===== src/hdl/uvst_pkg.sv =====
// Types, constants and the arctangent table of the UV sphere tessellator.
package uvst_pkg;

  localparam int IDX_W       = 13;
  localparam int POS_W       = 16;
  localparam int COLOR_W     = 32;
  localparam int RADIUS_W    = 15;
  localparam int CNT_CFG_W   = 7;
  localparam int CFG_IDX_W   = 3;
  localparam int CFG_DATA_W  = 32;
  localparam int IN_TDATA_W  = 8;
  localparam int OUT_TDATA_W = 120;

  localparam int MIN_SLICES  = 3;
  localparam int MIN_STACKS  = 2;
  localparam int RESET_GEOM  = 16;

  localparam int TRIG_W      = 18;
  localparam int CORDIC_ITER = 30;
  localparam int CORDIC_W    = 33;
  localparam int CORDIC_ZW   = 34;
  localparam logic signed [CORDIC_W-1:0] CORDIC_X0 = 33'sd652032874;

  localparam int MUL_AW = 34;
  localparam int MUL_BW = 18;
  localparam int MUL_PW = MUL_AW + MUL_BW;

  localparam logic [CFG_IDX_W-1:0] REG_RADIUS = 3'd0;
  localparam logic [CFG_IDX_W-1:0] REG_SLICES = 3'd1;
  localparam logic [CFG_IDX_W-1:0] REG_STACKS = 3'd2;
  localparam logic [CFG_IDX_W-1:0] REG_COLOR  = 3'd3;

  localparam logic KIND_VERTEX   = 1'b0;
  localparam logic KIND_TRIANGLE = 1'b1;

  typedef enum logic [2:0] {
    PH_RING, PH_NORTH, PH_SOUTH, PH_QUAD, PH_TOP, PH_BOTTOM, PH_DONE
  } phase_t;

  typedef enum logic [3:0] {
    ST_IDLE, ST_DIV_PHI_GO, ST_DIV_PHI, ST_DIV_THETA, ST_DISPATCH,
    ST_COR_PHI, ST_COR_THETA, ST_MUL_RS, ST_MUL_X, ST_MUL_Z, ST_MUL_Y,
    ST_MUL_FIN, ST_EMIT
  } seq_state_t;

  typedef struct packed {
    logic                     done;
    logic signed [TRIG_W-1:0] cos_v;
    logic signed [TRIG_W-1:0] sin_v;
  } trig_t;

  function automatic logic [31:0] atan_entry(input logic [4:0] i);
    logic [31:0] v;
    unique case (i)
      5'd0:  v = 32'h20000000;
      5'd1:  v = 32'h12E4051E;
      5'd2:  v = 32'h09FB385B;
      5'd3:  v = 32'h051111D4;
      5'd4:  v = 32'h028B0D43;
      5'd5:  v = 32'h0145D7E1;
      5'd6:  v = 32'h00A2F61E;
      5'd7:  v = 32'h00517C55;
      5'd8:  v = 32'h0028BE53;
      5'd9:  v = 32'h00145F2F;
      5'd10: v = 32'h000A2F98;
      5'd11: v = 32'h000517CC;
      5'd12: v = 32'h00028BE6;
      5'd13: v = 32'h000145F3;
      5'd14: v = 32'h0000A2FA;
      5'd15: v = 32'h0000517D;
      5'd16: v = 32'h000028BE;
      5'd17: v = 32'h0000145F;
      5'd18: v = 32'h00000A30;
      5'd19: v = 32'h00000518;
      5'd20: v = 32'h0000028C;
      5'd21: v = 32'h00000146;
      5'd22: v = 32'h000000A3;
      5'd23: v = 32'h00000051;
      5'd24: v = 32'h00000029;
      5'd25: v = 32'h00000014;
      5'd26: v = 32'h0000000A;
      5'd27: v = 32'h00000005;
      5'd28: v = 32'h00000003;
      5'd29: v = 32'h00000001;
      default: v = 32'h00000000;
    endcase
    return v;
  endfunction

endpackage


===== src/hdl/uv_sphere_tessellator_top.sv =====
// UV sphere tessellator top level: sequencer, shared multiplier and output register.
//
// Each input item either restarts the mesh (in_tdata[0] = 1) or steps it, and
// returns at most one result item: ring vertices, then the north and south
// poles, then the quad, top-cap and bottom-cap triangles, the final one with
// tlast set; once the mesh is finished a step returns nothing until a restart.
// A ring vertex makes two 30-iteration passes through the single CORDIC
// rotation unit (polar angle, then azimuth), then four products through the
// single 34x18 multiplier. A restart first runs two serial divisions for the
// angle steps ahead of the first vertex. in_tready is high only while the
// sequencer is idle; a finished result waits in the output register and does
// not block the next item. slices and stacks are latched on restart; radius
// and color are sampled per vertex. Configuration writes are always taken
// (cfg_ready tied high).
module uv_sphere_tessellator_top #(
  parameter int MAX_SLICES = 64,
  parameter int MAX_STACKS = 64,
  parameter int ANGLE_BITS = 16
) (
  input  logic                               clk,
  input  logic                               rst_n,
  input  logic                               in_tvalid,
  output logic                               in_tready,
  input  logic [uvst_pkg::IN_TDATA_W-1:0]    in_tdata,   // [0] restart
  output logic                               out_tvalid,
  input  logic                               out_tready,
  // [15:0] pos_x, [31:16] pos_y, [47:32] pos_z, [79:48] color,
  // [92:80] index_a, [105:93] index_b, [118:106] index_c
  output logic [uvst_pkg::OUT_TDATA_W-1:0]   out_tdata,
  output logic                               out_tuser,  // [0] kind
  output logic                               out_tlast,
  input  logic                               cfg_valid,
  output logic                               cfg_ready,
  input  logic [uvst_pkg::CFG_IDX_W-1:0]     cfg_index,
  input  logic [uvst_pkg::CFG_DATA_W-1:0]    cfg_data
);
  import uvst_pkg::*;

  localparam int SL_CAP = (MAX_SLICES > RESET_GEOM) ? MAX_SLICES : RESET_GEOM;
  localparam int ST_CAP = (MAX_STACKS > RESET_GEOM) ? MAX_STACKS : RESET_GEOM;
  localparam int SLW    = $clog2(SL_CAP + 2);
  localparam int STW    = $clog2(ST_CAP + 1);
  localparam int DVS_W  = (SLW > STW) ? SLW : STW;
  localparam int CMP_W  = ((DVS_W > CNT_CFG_W) ? DVS_W : CNT_CFG_W) + 1;
  localparam int DVD_W  = ANGLE_BITS + 1;
  localparam logic [DVD_W-1:0] HALF_TURN = DVD_W'(1) << (ANGLE_BITS - 1);
  localparam logic [DVD_W-1:0] FULL_TURN = DVD_W'(1) << ANGLE_BITS;

  // configuration registers
  logic [RADIUS_W-1:0]  radius_r;
  logic [CNT_CFG_W-1:0] num_slices_r, num_stacks_r;
  logic [COLOR_W-1:0]   color_r;

  // sequencer state
  seq_state_t            state_r, state_nxt;
  phase_t                phase_r, phase_nxt;
  logic [SLW-1:0]        eff_sl_r, eff_sl_nxt;
  logic [STW-1:0]        eff_st_r, eff_st_nxt;
  logic [ANGLE_BITS-1:0] phi_step_r, phi_step_nxt;
  logic [ANGLE_BITS-1:0] theta_step_r, theta_step_nxt;
  logic [ANGLE_BITS-1:0] phi_acc_r, phi_acc_nxt;
  logic [ANGLE_BITS-1:0] theta_acc_r, theta_acc_nxt;
  logic [STW-1:0]        ring_r, ring_nxt;
  logic [SLW-1:0]        slice_r, slice_nxt;
  logic                  half_r, half_nxt;
  logic [IDX_W-1:0]      vtx_r, vtx_nxt;
  logic [IDX_W-1:0]      row_r, row_nxt;

  // datapath
  logic signed [TRIG_W-1:0] cp_r, cp_nxt, sp_r, sp_nxt, ct_r, ct_nxt, st_r, st_nxt;
  logic signed [MUL_AW-1:0] m1_r, m1_nxt;
  logic signed [MUL_PW-1:0] prod_r, prod_nxt;
  logic signed [MUL_AW-1:0] mul_a;
  logic signed [MUL_BW-1:0] mul_b;

  logic                     res_kind_r, res_kind_nxt;
  logic signed [POS_W-1:0]  res_x_r, res_x_nxt, res_y_r, res_y_nxt, res_z_r, res_z_nxt;
  logic [IDX_W-1:0]         res_a_r, res_a_nxt, res_b_r, res_b_nxt, res_c_r, res_c_nxt;
  logic                     res_last_r, res_last_nxt;

  // output register
  logic                     out_valid_r, out_valid_nxt;
  logic [OUT_TDATA_W-1:0]   out_data_r, out_data_nxt;
  logic                     out_kind_r, out_kind_nxt;
  logic                     out_last_r, out_last_nxt;

  // shared units
  logic                  cor_start;
  logic [ANGLE_BITS-1:0] cor_angle;
  trig_t                 cor_res;
  logic                  div_start;
  logic [DVD_W-1:0]      div_dividend;
  logic [DVS_W-1:0]      div_divisor;
  logic                  div_done;
  logic [DVD_W-1:0]      div_quo;

  // helpers
  logic [CMP_W-1:0]      ns_ext, nst_ext, sl_clamp, st_clamp;
  logic [SLW-1:0]        slice_inc;
  logic [STW-1:0]        ring_inc;
  logic [IDX_W-1:0]      v_idx, idx_a, idx_b, idx_s, idx_base;
  logic [POS_W-1:0]      rad_pos;
  logic                  emit_go;

  function automatic logic signed [POS_W-1:0] sat_pos(input logic signed [MUL_PW:0] v);
    logic signed [POS_W-1:0] r;
    if (v > (MUL_PW+1)'(32767)) begin
      r = 16'sh7FFF;
    end else if (v < -(MUL_PW+1)'(32768)) begin
      r = 16'sh8000;
    end else begin
      r = v[POS_W-1:0];
    end
    return r;
  endfunction

  function automatic logic signed [POS_W-1:0] round_hi(input logic signed [MUL_PW-1:0] p);
    logic signed [MUL_PW:0] s;
    s = {p[MUL_PW-1], p} + ((MUL_PW+1)'(1) << 31);
    return sat_pos(s >>> 32);
  endfunction

  function automatic logic signed [POS_W-1:0] round_lo(input logic signed [MUL_PW-1:0] p);
    logic signed [MUL_PW:0] s;
    s = {p[MUL_PW-1], p} + ((MUL_PW+1)'(1) << 15);
    return sat_pos(s >>> 16);
  endfunction

  uvst_cordic #(
    .ANGLE_BITS(ANGLE_BITS)
  ) u_cordic (
    .clk   (clk),
    .rst_n (rst_n),
    .start (cor_start),
    .angle (cor_angle),
    .res   (cor_res)
  );

  uvst_div #(
    .DVD_W(DVD_W),
    .DVS_W(DVS_W)
  ) u_div (
    .clk      (clk),
    .rst_n    (rst_n),
    .start    (div_start),
    .dividend (div_dividend),
    .divisor  (div_divisor),
    .done     (div_done),
    .quotient (div_quo)
  );

  assign cfg_ready  = 1'b1;
  assign in_tready  = (state_r == ST_IDLE);
  assign out_tvalid = out_valid_r;
  assign out_tdata  = out_data_r;
  assign out_tuser  = out_kind_r;
  assign out_tlast  = out_last_r;

  always_comb begin
    ns_ext   = CMP_W'(num_slices_r);
    nst_ext  = CMP_W'(num_stacks_r);
    if (ns_ext < CMP_W'(MIN_SLICES)) begin
      sl_clamp = CMP_W'(MIN_SLICES);
    end else if (ns_ext > CMP_W'(MAX_SLICES)) begin
      sl_clamp = CMP_W'(MAX_SLICES);
    end else begin
      sl_clamp = ns_ext;
    end
    if (nst_ext < CMP_W'(MIN_STACKS)) begin
      st_clamp = CMP_W'(MIN_STACKS);
    end else if (nst_ext > CMP_W'(MAX_STACKS)) begin
      st_clamp = CMP_W'(MAX_STACKS);
    end else begin
      st_clamp = nst_ext;
    end
  end

  assign slice_inc = slice_r + SLW'(1);
  assign ring_inc  = ring_r + STW'(1);
  assign v_idx     = IDX_W'(eff_sl_r) + IDX_W'(1);
  assign idx_s     = IDX_W'(slice_r);
  assign idx_a     = row_r + idx_s;
  assign idx_b     = idx_a + v_idx;
  assign idx_base  = vtx_r - v_idx;
  assign rad_pos   = {1'b0, radius_r};
  assign emit_go   = !out_valid_r || out_tready;

  assign prod_nxt  = mul_a * mul_b;

  always_comb begin
    state_nxt      = state_r;
    phase_nxt      = phase_r;
    eff_sl_nxt     = eff_sl_r;
    eff_st_nxt     = eff_st_r;
    phi_step_nxt   = phi_step_r;
    theta_step_nxt = theta_step_r;
    phi_acc_nxt    = phi_acc_r;
    theta_acc_nxt  = theta_acc_r;
    ring_nxt       = ring_r;
    slice_nxt      = slice_r;
    half_nxt       = half_r;
    vtx_nxt        = vtx_r;
    row_nxt        = row_r;
    cp_nxt         = cp_r;
    sp_nxt         = sp_r;
    ct_nxt         = ct_r;
    st_nxt         = st_r;
    m1_nxt         = m1_r;
    res_kind_nxt   = res_kind_r;
    res_x_nxt      = res_x_r;
    res_y_nxt      = res_y_r;
    res_z_nxt      = res_z_r;
    res_a_nxt      = res_a_r;
    res_b_nxt      = res_b_r;
    res_c_nxt      = res_c_r;
    res_last_nxt   = res_last_r;
    out_valid_nxt  = out_valid_r && !out_tready;
    out_data_nxt   = out_data_r;
    out_kind_nxt   = out_kind_r;
    out_last_nxt   = out_last_r;
    cor_start      = 1'b0;
    cor_angle      = (state_r == ST_DISPATCH) ? phi_acc_r : theta_acc_r;
    div_start      = 1'b0;
    div_dividend   = HALF_TURN + DVD_W'(eff_st_r >> 1);
    div_divisor    = DVS_W'(eff_st_r);
    mul_a          = $signed({{(MUL_AW-RADIUS_W){1'b0}}, radius_r});
    mul_b          = sp_r;

    unique case (state_r)
      ST_IDLE: begin
        if (in_tvalid) begin
          if (in_tdata[0]) begin
            eff_sl_nxt    = SLW'(sl_clamp);
            eff_st_nxt    = STW'(st_clamp);
            phase_nxt     = PH_RING;
            ring_nxt      = '0;
            slice_nxt     = '0;
            half_nxt      = 1'b0;
            vtx_nxt       = '0;
            theta_acc_nxt = '0;
            state_nxt     = ST_DIV_PHI_GO;
          end else begin
            state_nxt = ST_DISPATCH;
          end
        end
      end

      ST_DIV_PHI_GO: begin
        div_start = 1'b1;
        state_nxt = ST_DIV_PHI;
      end

      ST_DIV_PHI: begin
        if (div_done) begin
          phi_step_nxt = div_quo[ANGLE_BITS-1:0];
          phi_acc_nxt  = div_quo[ANGLE_BITS-1:0];
          div_start    = 1'b1;
          div_dividend = FULL_TURN + DVD_W'(eff_sl_r >> 1);
          div_divisor  = DVS_W'(eff_sl_r);
          state_nxt    = ST_DIV_THETA;
        end
      end

      ST_DIV_THETA: begin
        div_dividend = FULL_TURN + DVD_W'(eff_sl_r >> 1);
        div_divisor  = DVS_W'(eff_sl_r);
        if (div_done) begin
          theta_step_nxt = div_quo[ANGLE_BITS-1:0];
          state_nxt      = ST_DISPATCH;
        end
      end

      ST_DISPATCH: begin
        res_a_nxt    = '0;
        res_b_nxt    = '0;
        res_c_nxt    = '0;
        res_last_nxt = 1'b0;
        res_x_nxt    = '0;
        res_y_nxt    = '0;
        res_z_nxt    = '0;
        res_kind_nxt = KIND_TRIANGLE;
        state_nxt    = ST_EMIT;
        unique case (phase_r)
          PH_RING: begin
            cor_start = 1'b1;
            state_nxt = ST_COR_PHI;
          end
          PH_NORTH: begin
            res_kind_nxt = KIND_VERTEX;
            res_y_nxt    = $signed(rad_pos);
          end
          PH_SOUTH: begin
            res_kind_nxt = KIND_VERTEX;
            res_y_nxt    = $signed(POS_W'(0) - rad_pos);
          end
          PH_QUAD: begin
            if (!half_r) begin
              res_a_nxt = idx_a;
              res_b_nxt = idx_a + IDX_W'(1);
              res_c_nxt = idx_b;
            end else begin
              res_a_nxt = idx_b;
              res_b_nxt = idx_a + IDX_W'(1);
              res_c_nxt = idx_b + IDX_W'(1);
            end
          end
          PH_TOP: begin
            res_a_nxt = vtx_r;
            res_b_nxt = idx_s + IDX_W'(1);
            res_c_nxt = idx_s;
          end
          PH_BOTTOM: begin
            res_a_nxt    = vtx_r + IDX_W'(1);
            res_b_nxt    = idx_base + idx_s;
            res_c_nxt    = idx_base + idx_s + IDX_W'(1);
            res_last_nxt = (slice_inc == eff_sl_r);
          end
          PH_DONE: begin
            state_nxt = ST_IDLE;
          end
          default: begin
            state_nxt = ST_IDLE;
          end
        endcase
      end

      ST_COR_PHI: begin
        if (cor_res.done) begin
          cp_nxt    = cor_res.cos_v;
          sp_nxt    = cor_res.sin_v;
          cor_start = 1'b1;
          state_nxt = ST_COR_THETA;
        end
      end

      ST_COR_THETA: begin
        if (cor_res.done) begin
          ct_nxt    = cor_res.cos_v;
          st_nxt    = cor_res.sin_v;
          state_nxt = ST_MUL_RS;
        end
      end

      ST_MUL_RS: begin
        state_nxt = ST_MUL_X;
      end

      ST_MUL_X: begin
        m1_nxt    = prod_r[MUL_AW-1:0];
        mul_a     = prod_r[MUL_AW-1:0];
        mul_b     = ct_r;
        state_nxt = ST_MUL_Z;
      end

      ST_MUL_Z: begin
        res_x_nxt = round_hi(prod_r);
        mul_a     = m1_r;
        mul_b     = st_r;
        state_nxt = ST_MUL_Y;
      end

      ST_MUL_Y: begin
        res_z_nxt = round_hi(prod_r);
        mul_b     = cp_r;
        state_nxt = ST_MUL_FIN;
      end

      ST_MUL_FIN: begin
        res_y_nxt    = round_lo(prod_r);
        res_kind_nxt = KIND_VERTEX;
        res_a_nxt    = '0;
        res_b_nxt    = '0;
        res_c_nxt    = '0;
        res_last_nxt = 1'b0;
        state_nxt    = ST_EMIT;
      end

      ST_EMIT: begin
        if (emit_go) begin
          out_valid_nxt = 1'b1;
          out_kind_nxt  = res_kind_r;
          out_last_nxt  = res_last_r;
          out_data_nxt  = {1'b0, res_c_r, res_b_r, res_a_r,
                           (res_kind_r == KIND_VERTEX) ? color_r : COLOR_W'(0),
                           res_z_r, res_y_r, res_x_r};
          state_nxt     = ST_IDLE;
          unique case (phase_r)
            PH_RING: begin
              vtx_nxt = vtx_r + IDX_W'(1);
              if (slice_inc > eff_sl_r) begin
                slice_nxt     = '0;
                theta_acc_nxt = '0;
                ring_nxt      = ring_inc;
                phi_acc_nxt   = phi_acc_r + phi_step_r;
                if (ring_inc >= eff_st_r - STW'(1)) begin
                  phase_nxt = PH_NORTH;
                end
              end else begin
                slice_nxt     = slice_inc;
                theta_acc_nxt = theta_acc_r + theta_step_r;
              end
            end
            PH_NORTH: begin
              phase_nxt = PH_SOUTH;
            end
            PH_SOUTH: begin
              phase_nxt = (eff_st_r > STW'(MIN_STACKS)) ? PH_QUAD : PH_TOP;
              ring_nxt  = '0;
              slice_nxt = '0;
              half_nxt  = 1'b0;
              row_nxt   = '0;
            end
            PH_QUAD: begin
              if (!half_r) begin
                half_nxt = 1'b1;
              end else begin
                half_nxt = 1'b0;
                if (slice_inc >= eff_sl_r) begin
                  slice_nxt = '0;
                  row_nxt   = row_r + v_idx;
                  ring_nxt  = ring_inc;
                  if (ring_inc >= eff_st_r - STW'(2)) begin
                    phase_nxt = PH_TOP;
                  end
                end else begin
                  slice_nxt = slice_inc;
                end
              end
            end
            PH_TOP: begin
              if (slice_inc >= eff_sl_r) begin
                slice_nxt = '0;
                phase_nxt = PH_BOTTOM;
              end else begin
                slice_nxt = slice_inc;
              end
            end
            PH_BOTTOM: begin
              if (slice_inc >= eff_sl_r) begin
                slice_nxt = '0;
                phase_nxt = PH_DONE;
              end else begin
                slice_nxt = slice_inc;
              end
            end
            default: begin
              phase_nxt = phase_r;
            end
          endcase
        end
      end

      default: begin
        state_nxt = ST_IDLE;
      end
    endcase
  end

  always_ff @(posedge clk) begin
    if (!rst_n) begin
      radius_r     <= RADIUS_W'(256);
      num_slices_r <= CNT_CFG_W'(RESET_GEOM);
      num_stacks_r <= CNT_CFG_W'(RESET_GEOM);
      color_r      <= '1;
    end else if (cfg_valid) begin
      unique case (cfg_index)
        REG_RADIUS: radius_r     <= cfg_data[RADIUS_W-1:0];
        REG_SLICES: num_slices_r <= cfg_data[CNT_CFG_W-1:0];
        REG_STACKS: num_stacks_r <= cfg_data[CNT_CFG_W-1:0];
        REG_COLOR:  color_r      <= cfg_data[COLOR_W-1:0];
        default: begin
          radius_r <= radius_r;
        end
      endcase
    end
  end

  always_ff @(posedge clk) begin
    if (!rst_n) begin
      state_r      <= ST_IDLE;
      phase_r      <= PH_RING;
      eff_sl_r     <= SLW'(RESET_GEOM);
      eff_st_r     <= STW'(RESET_GEOM);
      phi_step_r   <= '0;
      theta_step_r <= '0;
      phi_acc_r    <= '0;
      theta_acc_r  <= '0;
      ring_r       <= '0;
      slice_r      <= '0;
      half_r       <= 1'b0;
      vtx_r        <= '0;
      row_r        <= '0;
      out_valid_r  <= 1'b0;
    end else begin
      state_r      <= state_nxt;
      phase_r      <= phase_nxt;
      eff_sl_r     <= eff_sl_nxt;
      eff_st_r     <= eff_st_nxt;
      phi_step_r   <= phi_step_nxt;
      theta_step_r <= theta_step_nxt;
      phi_acc_r    <= phi_acc_nxt;
      theta_acc_r  <= theta_acc_nxt;
      ring_r       <= ring_nxt;
      slice_r      <= slice_nxt;
      half_r       <= half_nxt;
      vtx_r        <= vtx_nxt;
      row_r        <= row_nxt;
      out_valid_r  <= out_valid_nxt;
    end
  end

  always_ff @(posedge clk) begin
    cp_r       <= cp_nxt;
    sp_r       <= sp_nxt;
    ct_r       <= ct_nxt;
    st_r       <= st_nxt;
    m1_r       <= m1_nxt;
    prod_r     <= prod_nxt;
    res_kind_r <= res_kind_nxt;
    res_x_r    <= res_x_nxt;
    res_y_r    <= res_y_nxt;
    res_z_r    <= res_z_nxt;
    res_a_r    <= res_a_nxt;
    res_b_r    <= res_b_nxt;
    res_c_r    <= res_c_nxt;
    res_last_r <= res_last_nxt;
    out_data_r <= out_data_nxt;
    out_kind_r <= out_kind_nxt;
    out_last_r <= out_last_nxt;
  end

endmodule


===== src/hdl/uvst_cordic.sv =====
// Iterative CORDIC rotation unit: cosine and sine of a binary angle, Q1.16.
module uvst_cordic #(
  parameter int ANGLE_BITS = 16
) (
  input  logic                  clk,
  input  logic                  rst_n,
  input  logic                  start,
  input  logic [ANGLE_BITS-1:0] angle,
  output uvst_pkg::trig_t       res
);
  import uvst_pkg::*;

  logic [31:0] a_full;
  logic [31:0] a_fold;
  logic [1:0]  quad;
  logic        fold;

  logic signed [CORDIC_W-1:0]  x_r, y_r;
  logic signed [CORDIC_ZW-1:0] z_r;
  logic                        neg_r;
  logic [4:0]                  iter_r;
  logic                        busy_r, fin_r;

  logic signed [CORDIC_W-1:0]  dx, dy, x_nxt, y_nxt;
  logic signed [CORDIC_ZW-1:0] atan_v, z_nxt;
  logic signed [CORDIC_W-1:0]  xs, ys;
  logic signed [CORDIC_W:0]    xr, yr;
  logic                        last_iter;

  assign a_full = {angle, {(32-ANGLE_BITS){1'b0}}};
  assign quad   = a_full[31:30];
  assign fold   = (quad == 2'b01) || (quad == 2'b10);
  assign a_fold = fold ? a_full + 32'h8000_0000 : a_full;

  assign last_iter = (iter_r == 5'(CORDIC_ITER - 1));

  always_comb begin
    dx     = y_r >>> iter_r;
    dy     = x_r >>> iter_r;
    atan_v = $signed({{(CORDIC_ZW-32){1'b0}}, atan_entry(iter_r)});
    if (!z_r[CORDIC_ZW-1]) begin
      x_nxt = x_r - dx;
      y_nxt = y_r + dy;
      z_nxt = z_r - atan_v;
    end else begin
      x_nxt = x_r + dx;
      y_nxt = y_r - dy;
      z_nxt = z_r + atan_v;
    end
  end

  // Unfold, then round half up from Q1.30 to Q1.16.
  always_comb begin
    xs = neg_r ? -x_r : x_r;
    ys = neg_r ? -y_r : y_r;
    xr = {xs[CORDIC_W-1], xs} + (CORDIC_W+1)'(8192);
    yr = {ys[CORDIC_W-1], ys} + (CORDIC_W+1)'(8192);
    res.done  = fin_r;
    res.cos_v = xr[14+TRIG_W-1:14];
    res.sin_v = yr[14+TRIG_W-1:14];
  end

  always_ff @(posedge clk) begin
    if (!rst_n) begin
      busy_r <= 1'b0;
      fin_r  <= 1'b0;
      iter_r <= '0;
    end else begin
      fin_r <= !start && busy_r && last_iter;
      if (start) begin
        busy_r <= 1'b1;
        iter_r <= '0;
      end else if (busy_r) begin
        iter_r <= iter_r + 5'd1;
        if (last_iter) begin
          busy_r <= 1'b0;
        end
      end
    end
  end

  always_ff @(posedge clk) begin
    if (start) begin
      x_r   <= CORDIC_X0;
      y_r   <= '0;
      z_r   <= $signed({{(CORDIC_ZW-32){a_fold[31]}}, a_fold});
      neg_r <= fold;
    end else if (busy_r) begin
      x_r <= x_nxt;
      y_r <= y_nxt;
      z_r <= z_nxt;
    end
  end

endmodule


===== src/hdl/uvst_div.sv =====
// Restoring divider, one quotient bit per cycle, for the angle steps.
module uvst_div #(
  parameter int DVD_W = 17,
  parameter int DVS_W = 9
) (
  input  logic             clk,
  input  logic             rst_n,
  input  logic             start,
  input  logic [DVD_W-1:0] dividend,
  input  logic [DVS_W-1:0] divisor,
  output logic             done,
  output logic [DVD_W-1:0] quotient
);
  import uvst_pkg::*;

  localparam int CW = $clog2(DVD_W + 1);

  logic [CW-1:0]    cnt_r;
  logic             done_r;
  logic [DVS_W-1:0] rem_r;
  logic [DVS_W-1:0] dvs_r;
  logic [DVD_W-1:0] quo_r;

  logic [DVS_W:0]   shifted;
  logic [DVS_W:0]   diff;
  logic             ge;
  logic             busy;

  assign busy     = (cnt_r != '0);
  assign shifted  = {rem_r, quo_r[DVD_W-1]};
  assign ge       = shifted >= {1'b0, dvs_r};
  assign diff     = shifted - {1'b0, dvs_r};
  assign done     = done_r;
  assign quotient = quo_r;

  always_ff @(posedge clk) begin
    if (!rst_n) begin
      cnt_r  <= '0;
      done_r <= 1'b0;
    end else begin
      done_r <= !start && busy && (cnt_r == CW'(1));
      if (start) begin
        cnt_r <= CW'(DVD_W);
      end else if (busy) begin
        cnt_r <= cnt_r - CW'(1);
      end
    end
  end

  always_ff @(posedge clk) begin
    if (start) begin
      rem_r <= '0;
      dvs_r <= divisor;
      quo_r <= dividend;
    end else if (busy) begin
      rem_r <= ge ? diff[DVS_W-1:0] : shifted[DVS_W-1:0];
      quo_r <= {quo_r[DVD_W-2:0], ge};
    end
  end

endmodule


===== config.mk =====
export PLATFORM = sky130hd
export DESIGN_NAME = uv_sphere_tessellator_top
export DESIGN_NICKNAME = d
export VERILOG_FILES = /design/src/hdl/uvst_pkg.sv /design/src/hdl/uv_sphere_tessellator_top.sv /design/src/hdl/uvst_cordic.sv /design/src/hdl/uvst_div.sv
export SDC_FILE = /design/constraint.sdc
export NUM_CORES = 2
export LEC_CHECK = 0
export BUFFER_PORTS_ARGS = -buffer_cell sky130_fd_sc_hd__buf_2
export CAP_MARGIN = 20
export CORE_ASPECT_RATIO = 0.9
export CORE_MARGIN = 4
export CORE_UTILIZATION = 31
export DETAILED_ROUTE_END_ITERATION = 6
export HOLD_SLACK_MARGIN = 0.06
export PLACE_DENSITY = 0.55
export SYNTH_ARGS = -nofsm -noshare
export SYNTH_HDL_FRONTEND = slang
export SYNTH_SLANG_ARGS = --single-unit
export TNS_END_PERCENT = 5

===== constraint.sdc =====
create_clock -name clk -period 11.7 [get_ports clk]
set_input_delay 2.34 -clock clk [delete_from_list [all_inputs] [get_ports clk]]
set_output_delay 2.34 -clock clk [all_outputs]
set_load 0.02 [all_outputs]

==> summary.md <==
| Metric | Value |
|---|---|
| I/O pin total | `173` |
| Period utilization | `85.52%` |
| Largest family of logic cells by synthesized area | `adder cells` |
| Initial antenna violation count | `4` |
| Switching pwr | `6.754 mW` |
| Worst clock skew | `69.59 ps` |
| Cell mode on critical path | `fa_1` |
| Mux share of post-synthesis cell area | `5.356%` |
| Cell area after layout | `0.07470 mm²` |
| Synth Area in XOR/XNOR | `5.870%` |
| Sequential fraction of design power | `26.1%` |
| Asr flop ratio synth | `0%` |
| Starting Density | `31.24%` |
| Total grt overflow | `0` |
| Fillers | `22,190` |
| IO Port Bufs | `163` |
| Unrepaired setup endpoints after global routing | `no` |
| Yosys warns | `0` |
| Post-synth top area share | `17.76%` |
| Compound-gate portion of the synthesized area | `14.01%` |
| Finished Layout Cells | `10,520` |
| Final Hold Violating Endpoints | `0` |
| Synth cell count leaders | `nand2_1, inv_1, nor2_1` |
| Util after Layout | `34.44%` |
| Status | `complete, but fails checks` |
| CTS Buf Count | `89` |
| Post-DR wirelength/cell | `19.29 µm` |
| Tot GR Track Use | `17.65%` |
| Max-Cap Viols | `0` |
| Residual DRC | `2` |
| Final Max Slew Viols | `0` |
| Clock Path Buffers | `3` |
| Area growth from synthesis to layout | `10.26%` |
| Synth Net Count | `8,583` |
| Total wire length | `202.9 mm` |
| Worst Hold Class | `reg2reg` |
| Clock period minus worst slack | `10,010 ps` |
| Clock network fraction of total power | `18.9%` |
| Clock latency on the worst-skew pair | `750 ps` |
| Slew Limit Headroom | `24.87%` |
| Post-layout net count | `8,569` |
| Final RePlAce weighted congestion | `0.9106` |
| Global-route wire length before repair | `318.5 mm` |
| Cell Area, Synth | `0.06774 mm²` |
| Post_cts resized | `0` |
| Placed cell area | `0.07160 mm²` |
| Seq/Total Area, Yosys | `27.14%` |
| Remaining antenna violation count after routing | `0` |
| F_max | `99.94 MHz` |
| Slowest cell on crit path | `o21a_1` |
| Most common flop cell mapped by yosys | `edfxtp_1` |
| Critical path arrival | `10,680 ps` |
| Critical Path RT | `12,380 ps` |
| Worst-Margin Slew | `1127 ps` |
| Core Footprint | `0.2169 mm²` |
| Post-Synth Adder-Cell Area | `24.24%` |
| Failing checks | `DRC` |
| Crit path largest cell delay | `780 ps` |
| Top post-synthesis cells by area | `fa_1, edfxtp_1, dfxtp_1` |
| DP HPWL | `151.9 mm` |
| Pint | `8.466 mW` |
| Synth Area in Simple Gates | `16.42%` |
| Switching share of power | `44.37%` |
| Setup TNS | `0 ps` |
| Post-synthesis area per instance | `8.934 µm²` |
| Share of layout cells above drive strength 1 | `8.451%` |
| Gate power share | `55.0%` |
| Cts hold-fix bufs | `0` |
| Final Setup Violations | `0` |
| CTS tree | `yes` |
| Largest net degree at the start of global routing | `90` |
| Crit. End Element | `flop` |
| Clock root cell | `clkbuf_16` |
| Router iterations before antenna repair | `7` |
| Worst setup path class | `reg2reg` |
| Iteration-0 DRC Markers | `4,471` |
| Chip Width | `500.8 µm` |
| Worst-path fanout max | `16` |
| Vias in the first global route | `54,030` |
| Mapped Cells | `7,583` |
| Count leader, synth | `nand2_1` |
| Area leader, netlist | `fa_1` |
| Placed Cells | `10,350` |
| Post-synth EDFFs | `375` |
| Die Y | `451.5 µm` |
| Post-synth cell types | `102` |
| H-Tree Depth | `3` |
| Leakage power | `30.85 nW` |
| P per Cell Area | `203.8 mW/mm²` |
| Hold Path Stages | `0` |
| Die footprint | `0.2261 mm²` |
| Clock transition at path regs | `60 ps` |
| Worst IR Drop VDD | `140.5 µV` |
| Startpoint types | `flop` |
| Post-CTS setup buffers | `0` |
| Cells on worst reg2reg path | `27` |
| Yosys reg bits | `731` |
| Core Rows | `162` |
| Via count | `54,600` |
| # clock sinks | `731` |
| Vias per cell | `5.192` |
layout by cell type (no fill, tap or decap), drive strengths merged, types with 52 or more instances in the layout:
cell type,instances
nand2,915
inv,836
nor2,811
fa,601
a21oi,471
edfxtp,375
dfxtp,356
ha,351
xnor2,299
o21ai,283
buf,277
xor2,155
nand3,147
mux2i,130
a21o,120
clkbuf,117
nor3,111
nor2b,90
nand2b,77
mux4,77
a22oi,76
a211oi,66
a31oi,61
and3,60
o21a,57
o22ai,52
and2,52
mux2,52
sequential cells by signal, summed over array words and instances (netlist names), 17 cells and up:
signal	cells
out_tdata	119
prod_r	52
m1_r	34
u_cordic.z_r	34
u_cordic.x_r	33
u_cordic.y_r	33
color_r	32
u_cordic.atan_v	30
cp_r	18
ct_r	18
sp_r	18
st_r	18
u_div.quotient	17
power groups by stage:
stage,Sequential [mW],Clock (mW),Combinational [mW]
finish,3.97,2.87,8.38
global placement,3.99,0,8.13
detailed placement,4.00,0,8.29
CTS,3.96,2.97,8.34
floorplan,3.61,0,6.63
global route,4.03,3.06,9.31
cell families after synthesis:
family | after synthesis
buffers and inverters | 1215
adder cells (fa/ha/maj) | 952
AND/OR/NAND/NOR | 2486
AO/OA/AOI/OAI | 1484
XOR/XNOR | 454
flip-flops | 731
other | 2
multiplexers | 259
through the flow:
step / hold WS [ps] / power (mW) / worst slack [ps]
2_1_floorplan: 400.3 / 10.25 / 3225
3_3_place_gp: 404.4 / 12.12 / 1752
3_5_place_dp: 404.5 / 12.29 / 1761
4_1_cts: 419.0 / 15.26 / 1702
5_1_grt: 422.9 / 16.40 / 1132
6_report: 417.4 / 15.22 / 1694
layout make-up:
cell class	count	area [µm²]	area share [%]
inverters	832	3129	4.189
repair buffers	278	1734	2.322
well taps	2870	3591	4.807
diodes	2	5.005	0.006700
clock inverters	50	614.3	0.8224
clock buffers	116	2449	3.278
multi-input cells	5637	44770	59.93
flip-flops and latches	731	18410	24.64
routing by layer:
layer	GRT usage, %	up-vias	wire, µm
li1	-	25690	-
met1	25.25	26880	94260
met2	27.17	1761	88540
met3	3.616	264	14970
met4	4.506	2	5114
met5	0	-	12
worst max-delay path, delay by kind of cell, from the launching register on:
family | cells | cell delay [ps]
buffers and inverters | 5 | 900
DFF | 1 | 620
xor gates and xnor gates | 1 | 170
adders and majority gates | 7 | 3510
AOI/OAI and AO/OA | 11 | 4070
and+or+nand+nor | 3 | 620
worst paths after layout:
kind         startpoint       endpoint  slack (ps)
max          state_r[3]     prod_r[46]        1690
min          res_z_r[0]  out_tdata[32]         420
max reg2reg  state_r[3]     prod_r[46]        1690
min reg2reg  res_z_r[0]  out_tdata[32]         420
(Power assumes the default switching activity.)
